==> src/rtl/core/tplq_pkg.sv <==
// ----------------------------------------------------------------------------
// tplq_pkg
// Shared constants, types and helpers of the tree path max / LCA engine.
// ----------------------------------------------------------------------------
`timescale 1ns / 1ps

package tplq_pkg;

  // table sizes
  localparam int MAX_NODES  = 1024;
  localparam int LOG_LEVELS = 10;
  localparam int COST_WIDTH = 16;

  // field and index widths
  localparam int NODE_W = 10;
  localparam int LV_W   = (LOG_LEVELS > 2) ? $clog2(LOG_LEVELS) : 1;
  localparam int ROWS   = MAX_NODES * LOG_LEVELS;
  localparam int ROW_W  = $clog2(ROWS);

  // controller states
  typedef enum logic [4:0] {
    S_IDLE, S_DISP,
    S_A_DEP, S_A_BASE, S_A_RD, S_A_WR,
    S_Q_DU, S_Q_DV, S_Q_SW,
    S_L_ANC, S_L_DEP, S_L_STEP, S_Q_EQ,
    S_B_U, S_B_V, S_B_STEP,
    S_F_U, S_F_V, S_F_FIN,
    S_PUT
  } state_e;

  // datapath operations
  typedef enum logic [4:0] {
    OP_NONE, OP_LOAD,
    OP_A_DEP, OP_A_BASE, OP_A_RD, OP_A_WR,
    OP_Q_DU, OP_Q_DV, OP_Q_SW,
    OP_L_ANC, OP_L_DEP, OP_L_STEP, OP_Q_EQ,
    OP_B_U, OP_B_V, OP_B_STEP, OP_F_FIN,
    OP_PUT
  } dp_op_e;

  typedef struct packed {
    dp_op_e op;
  } dp_cmd_t;

  typedef struct packed {
    logic is_query;
    logic bad_add;
    logic bad_query;
    logic lv_last_add;
    logic lv_zero;
    logic same_node;
    logic out_free;
  } dp_status_t;

  // flat row address of node n at level l
  function automatic logic [ROW_W-1:0] row_addr(input logic [NODE_W-1:0] n,
                                                input logic [LV_W-1:0] l);
    return ROW_W'(n) * ROW_W'(LOG_LEVELS) + ROW_W'(l);
  endfunction

  function automatic logic [COST_WIDTH-1:0] larger(input logic [COST_WIDTH-1:0] x,
                                                   input logic [COST_WIDTH-1:0] y);
    return (x > y) ? x : y;
  endfunction

endpackage

==> src/rtl/core/tplq_ctrl.sv <==
// ----------------------------------------------------------------------------
// tplq_ctrl
// Sequencer: steps the add and query walks, one table access per state.
// ----------------------------------------------------------------------------
`timescale 1ns / 1ps

module tplq_ctrl (
  input  logic                clk_i,
  input  logic                rst_ni,
  input  logic                in_valid_i,
  output logic                in_stall_o,
  input  tplq_pkg::dp_status_t sts_i,
  output tplq_pkg::dp_cmd_t   cmd_o
);
  import tplq_pkg::*;

  state_e state_q, state_d;

  // state register
  always_ff @(posedge clk_i or negedge rst_ni) begin
    if (!rst_ni) begin
      state_q <= S_IDLE;
    end else begin
      state_q <= state_d;
    end
  end

  // next state
  always_comb begin
    state_d = state_q;
    case (state_q)
      S_IDLE:   if (in_valid_i) state_d = S_DISP;
      S_DISP: begin
        if (!sts_i.is_query) state_d = sts_i.bad_add ? S_IDLE : S_A_DEP;
        else                 state_d = sts_i.bad_query ? S_PUT : S_Q_DU;
      end
      S_A_DEP:  state_d = S_A_BASE;
      S_A_BASE: state_d = S_A_RD;
      S_A_RD:   state_d = S_A_WR;
      S_A_WR:   state_d = sts_i.lv_last_add ? S_IDLE : S_A_RD;
      S_Q_DU:   state_d = S_Q_DV;
      S_Q_DV:   state_d = S_Q_SW;
      S_Q_SW:   state_d = S_L_ANC;
      S_L_ANC:  state_d = S_L_DEP;
      S_L_DEP:  state_d = S_L_STEP;
      S_L_STEP: state_d = sts_i.lv_zero ? S_Q_EQ : S_L_ANC;
      S_Q_EQ:   state_d = sts_i.same_node ? S_PUT : S_B_U;
      S_B_U:    state_d = S_B_V;
      S_B_V:    state_d = S_B_STEP;
      S_B_STEP: state_d = sts_i.lv_zero ? S_F_U : S_B_U;
      S_F_U:    state_d = S_F_V;
      S_F_V:    state_d = S_F_FIN;
      S_F_FIN:  state_d = S_PUT;
      S_PUT:    if (sts_i.out_free) state_d = S_IDLE;
      default:  state_d = S_IDLE;
    endcase
  end

  // datapath commands
  always_comb begin
    cmd_o.op   = OP_NONE;
    in_stall_o = (state_q != S_IDLE);
    case (state_q)
      S_IDLE:   if (in_valid_i) cmd_o.op = OP_LOAD;
      S_A_DEP:  cmd_o.op = OP_A_DEP;
      S_A_BASE: cmd_o.op = OP_A_BASE;
      S_A_RD:   cmd_o.op = OP_A_RD;
      S_A_WR:   cmd_o.op = OP_A_WR;
      S_Q_DU:   cmd_o.op = OP_Q_DU;
      S_Q_DV:   cmd_o.op = OP_Q_DV;
      S_Q_SW:   cmd_o.op = OP_Q_SW;
      S_L_ANC:  cmd_o.op = OP_L_ANC;
      S_L_DEP:  cmd_o.op = OP_L_DEP;
      S_L_STEP: cmd_o.op = OP_L_STEP;
      S_Q_EQ:   cmd_o.op = OP_Q_EQ;
      S_B_U:    cmd_o.op = OP_B_U;
      S_B_V:    cmd_o.op = OP_B_V;
      S_B_STEP: cmd_o.op = OP_B_STEP;
      S_F_U:    cmd_o.op = OP_B_U;
      S_F_V:    cmd_o.op = OP_B_V;
      S_F_FIN:  cmd_o.op = OP_F_FIN;
      S_PUT:    if (sts_i.out_free) cmd_o.op = OP_PUT;
      default:  cmd_o.op = OP_NONE;
    endcase
  end

endmodule

==> config.mk <==
export PLATFORM = sky130hd
export DESIGN_NAME = tplq_ctrl
export DESIGN_NICKNAME = d
export VERILOG_FILES = /design/src/rtl/core/tplq_pkg.sv /design/src/rtl/core/tplq_ctrl.sv
export SDC_FILE = /design/constraint.sdc
export NUM_CORES = 1
export LEC_CHECK = 0
export BUFFER_PORTS_ARGS = -buffer_cell sky130_fd_sc_hd__buf_2
export CAP_MARGIN = 20
export CORE_MARGIN = 2
export CORE_UTILIZATION = 35
export CTS_BUF_LIST = sky130_fd_sc_hd__clkbuf_16
export CTS_CLUSTER_SIZE = 14
export DETAILED_ROUTE_END_ITERATION = 10
export PLACE_DENSITY_LB_ADDON = 0.08
export SLEW_MARGIN = 20
export SYNTH_ARGS = -nofsm -noshare
export SYNTH_HDL_FRONTEND = slang
export SYNTH_SLANG_ARGS = --single-unit
export TNS_END_PERCENT = 30
==> constraint.sdc <==
create_clock -name clk_i -period 1.9 [get_ports clk_i]
set_input_delay 0.38 -clock clk_i [delete_from_list [all_inputs] [get_ports clk_i]]
set_output_delay 0.38 -clock clk_i [all_outputs]
set_load 0.01 [all_outputs]
==> results.md <==
* Outcome: complete, no violations
* DR vias at 610
* Hold WS at ~490 ps
* Slack of the worst reg-to-reg path at roughly 500 ps
* Syn_nets at 80
* Initial Util at around 37%
* Drt initial violations at 18
* CP Launch Point: state_q[3]$_DFFE_PN0P_
* Register area at 129 µm²
* Post-synth cell types at 31
* Vias in the first global route at between 500 and 600
* Top flop regs: state_q (5)
* Most common cell after layout, fill and taps aside: buf_2
* Post-Synth Adder-Cell Area at 0%
* Critical Path Max Stage Delay at approximately 490 ps
* Routability Congestion at 0.782
* Layout Cells excl Fill at ~110
* Multi-input gate area at about 360 µm²
* Max-slew violation count at 0
* Fin crit period at roughly 1900 ps
* Clock latency on the worst-skew pair at 230 ps
* Largest net degree at the start of global routing at 20
* Area leader, netlist: dfrtp_1
* Grt ovf at 0
* Critical Path Fanout Max at 6
* Crit Path Category: reg -> out
* Top post-synthesis cells by area: dfrtp_1, o21ai_0, buf_2
* Die X at 43.5 µm
* Slack of the critical path at between 40 and 50 ps
* Post-synthesis cell count at 70
* Placed cell count at 99
* Slowest stage cell, crit path: or4_1
* Share of layout cells above drive strength 1 at 41.8%
* Antenna-violating nets left at 0
* Number of cell rows at 14
* Setup Skew at between 1 and 1.5 ps
* Netlist Area Pre-Place at between 500 and 600 µm²
* CP Capture Type: output pin
* Crit path launch type: register
* Period utilization at 97.9%
* Worst reg2reg startpoint: state_q[0]$_DFFE_PN0P_
* Worst VDD drop at between 1000 and 1500 µV
* Max reg flops at 5
* DP HPWL at ~1100 µm
* Final hold viol count at 0
* RSZ-0062 raised after global routing: yes
* CTS tree: built
* Via density at roughly 5.7
* Worst path top cell family by delay: simple AND/OR/NAND/NOR gates
* Clock sinks at 5
* Most frequent cells in the layout: buf_2, buf_4, o21ai_0, nand3_1, nand2_1
* CP Buf/Inv Count at 2
* Top reg by flops: state_q
* Final wirelength at 1440 µm
* Pwr Density at ~2000 mW/mm²
* Share of the yosys chip area belonging to registers at between 20 and 25%
* Initial antenna violation count at 0
* Simple-gate share of the synthesized area at 27.1%
* Syn_area_per_cell at 7.79 µm²
* Area grow syn2layout at 37.8%
* P_leak at ~0.00034 µW
* CTS buffer count at 3
* Crit-path cells: buf_4, or4_1, buf_2
* Pre-antenna DRT Iters at 4
* Residual DRC count at 0
* Total of max-cap violations at 0
* # port buffers at 15
* Fill cell count at ~160
* GRT Util Overall at around 18%
* Relative slew slack at about 80%
* Yosys Warn Count at 0
* Design Power at between 1500 and 2000 µW
* WL/cell at between 10 and 15 µm
* Core area at roughly 0.0015 mm²
* Synth top area share at between 20% and 30%
* Chip height at about 43 µm
* Post-synthesis mux area share at under 10%
* Pre-CTS setup slack at around 210 ps
* Worst slew pin tran at 332 ps
* Max Buffers Root-to-Sink at 2
* Main combinational cell family by area after synthesis: compound AO/OA/AOI/OAI gates
* Final setup vio count at 0
* Synth Register Bits at 5
* Core Util, Final at between 50% and 60%
* FMAX at between 500 and 600 MHz
* Clk root buf: clkbuf_16
* First-pass GRT wire length at ~2400 µm
* H-tree depth at 1
* CP Data Required Time at approximately 1500 ps
* Compound-Gate Fraction of Synth Area at a little over a third
* Synth Area in XOR/XNOR at 0%
* ANT cells at 0
* CP arrival at 1480 ps
* Worst-path clk slew at ~30 ps
* Final nets at a little over 100
* Worst hold path class: in -> async
* Die Area at ~0.0019 mm²
* IO Count at 16
## metrics by stage
| stage | setup TNS [ps] | cell area, µm² |
|---|---|---|
| finish | 0 | 752 |
| global route | -6.27 | 752 |
| CTS | 0 | 723 |
| detailed placement | 0 | 633 |
| global placement | 0 | 633 |
| floorplan | 0 | 546 |
## cells in the mapped netlist
| library cell | n |
|---|---|
| o21ai_0 | 8 |
| a311oi_1 | 1 |
| mux2_4 | 1 |
| a2bb2o_4 | 1 |
| nand4_1 | 1 |
| nor3_1 | 1 |
| o22ai_1 | 2 |
| nand2_1 | 5 |
| or4_1 | 1 |
| o2bb2ai_2 | 1 |
| nor3b_1 | 1 |
| inv_1 | 4 |
| buf_2 | 6 |
| buf_6 | 2 |
| o21ai_1 | 2 |
| a21o_1 | 1 |
| o32a_1 | 1 |
| o2111ai_1 | 2 |
| nand3_1 | 6 |
| or2_1 | 1 |
| a221oi_2 | 1 |
| and2b_4 | 1 |
| a21oi_1 | 3 |
| nand4b_1 | 1 |
| and3_1 | 1 |
| and2_1 | 1 |
| a31oi_1 | 3 |
| dfrtp_1 | 5 |
| nor2_4 | 1 |
| nor2b_1 | 2 |
| nor2_1 | 3 |
## report_power, final
part	internal (µW)	total [µW]	switching, µW	leakage [µW]
Clock	273	343	69.9	0.0000423
Combinational	449	921	473	0.000236
Sequential	165	256	90.8	0.0000596
## metal layers
layer | vias up | global-route usage [%] | share of wire, %
met5 | - | 0 | 0
met4 | 0 | 5.45 | 0.97
met3 | 2 | 7.50 | 5.2
met2 | 19 | 26.3 | 45
met1 | 283 | 23.0 | 49
li1 | 306 | - | -
## logic make-up (layout without fill, tap and decap cells)
kind of cell / count (synthesis) / in the layout
flops: 5 / 5
simple gates: 26 / 26
mux: 1 / 1
buf+inv: 12 / 33
compound gates: 26 / 26
## area by class of cell
class / count / share of cell area (%)
Clock buffer: 3 / 9.98
Clock inverter: 1 / 0.499
Inverter: 4 / 2.00
Multi-Input combinational cell: 53 / 47.4
Sequential cell: 5 / 17.1
Tap cell: 16 / 2.66
Timing Repair Buffer: 25 / 20.3
## what timing repair did
| item | in CTS | in global routing |
|---|---|---|
| hold endpoints to repair | 5 | 0 |
| resized for setup | 1 | 6 |
| buffers inserted | 0 | 3 |
| hold buffers | 1 | 0 |
| pin swaps | 0 | 2 |
| endpoints found under the setup margin | 2 | 3 |
## worst paths after layout
path | to | depth (start not counted)
hold / removal | state_q[4]$_DFFE_PN0P_ | 2
min in group clk_i | state_q[3]$_DFFE_PN0P_ | 3
setup / recovery | in_stall_o | 3
hold reg to reg | state_q[3]$_DFFE_PN0P_ | 1
setup reg to reg | state_q[3]$_DFFE_PN0P_ | 4
max in group asynchronous | state_q[1]$_DFFE_PN0P_ | 2
No activity file was read; power rests on OpenSTA's default activity.
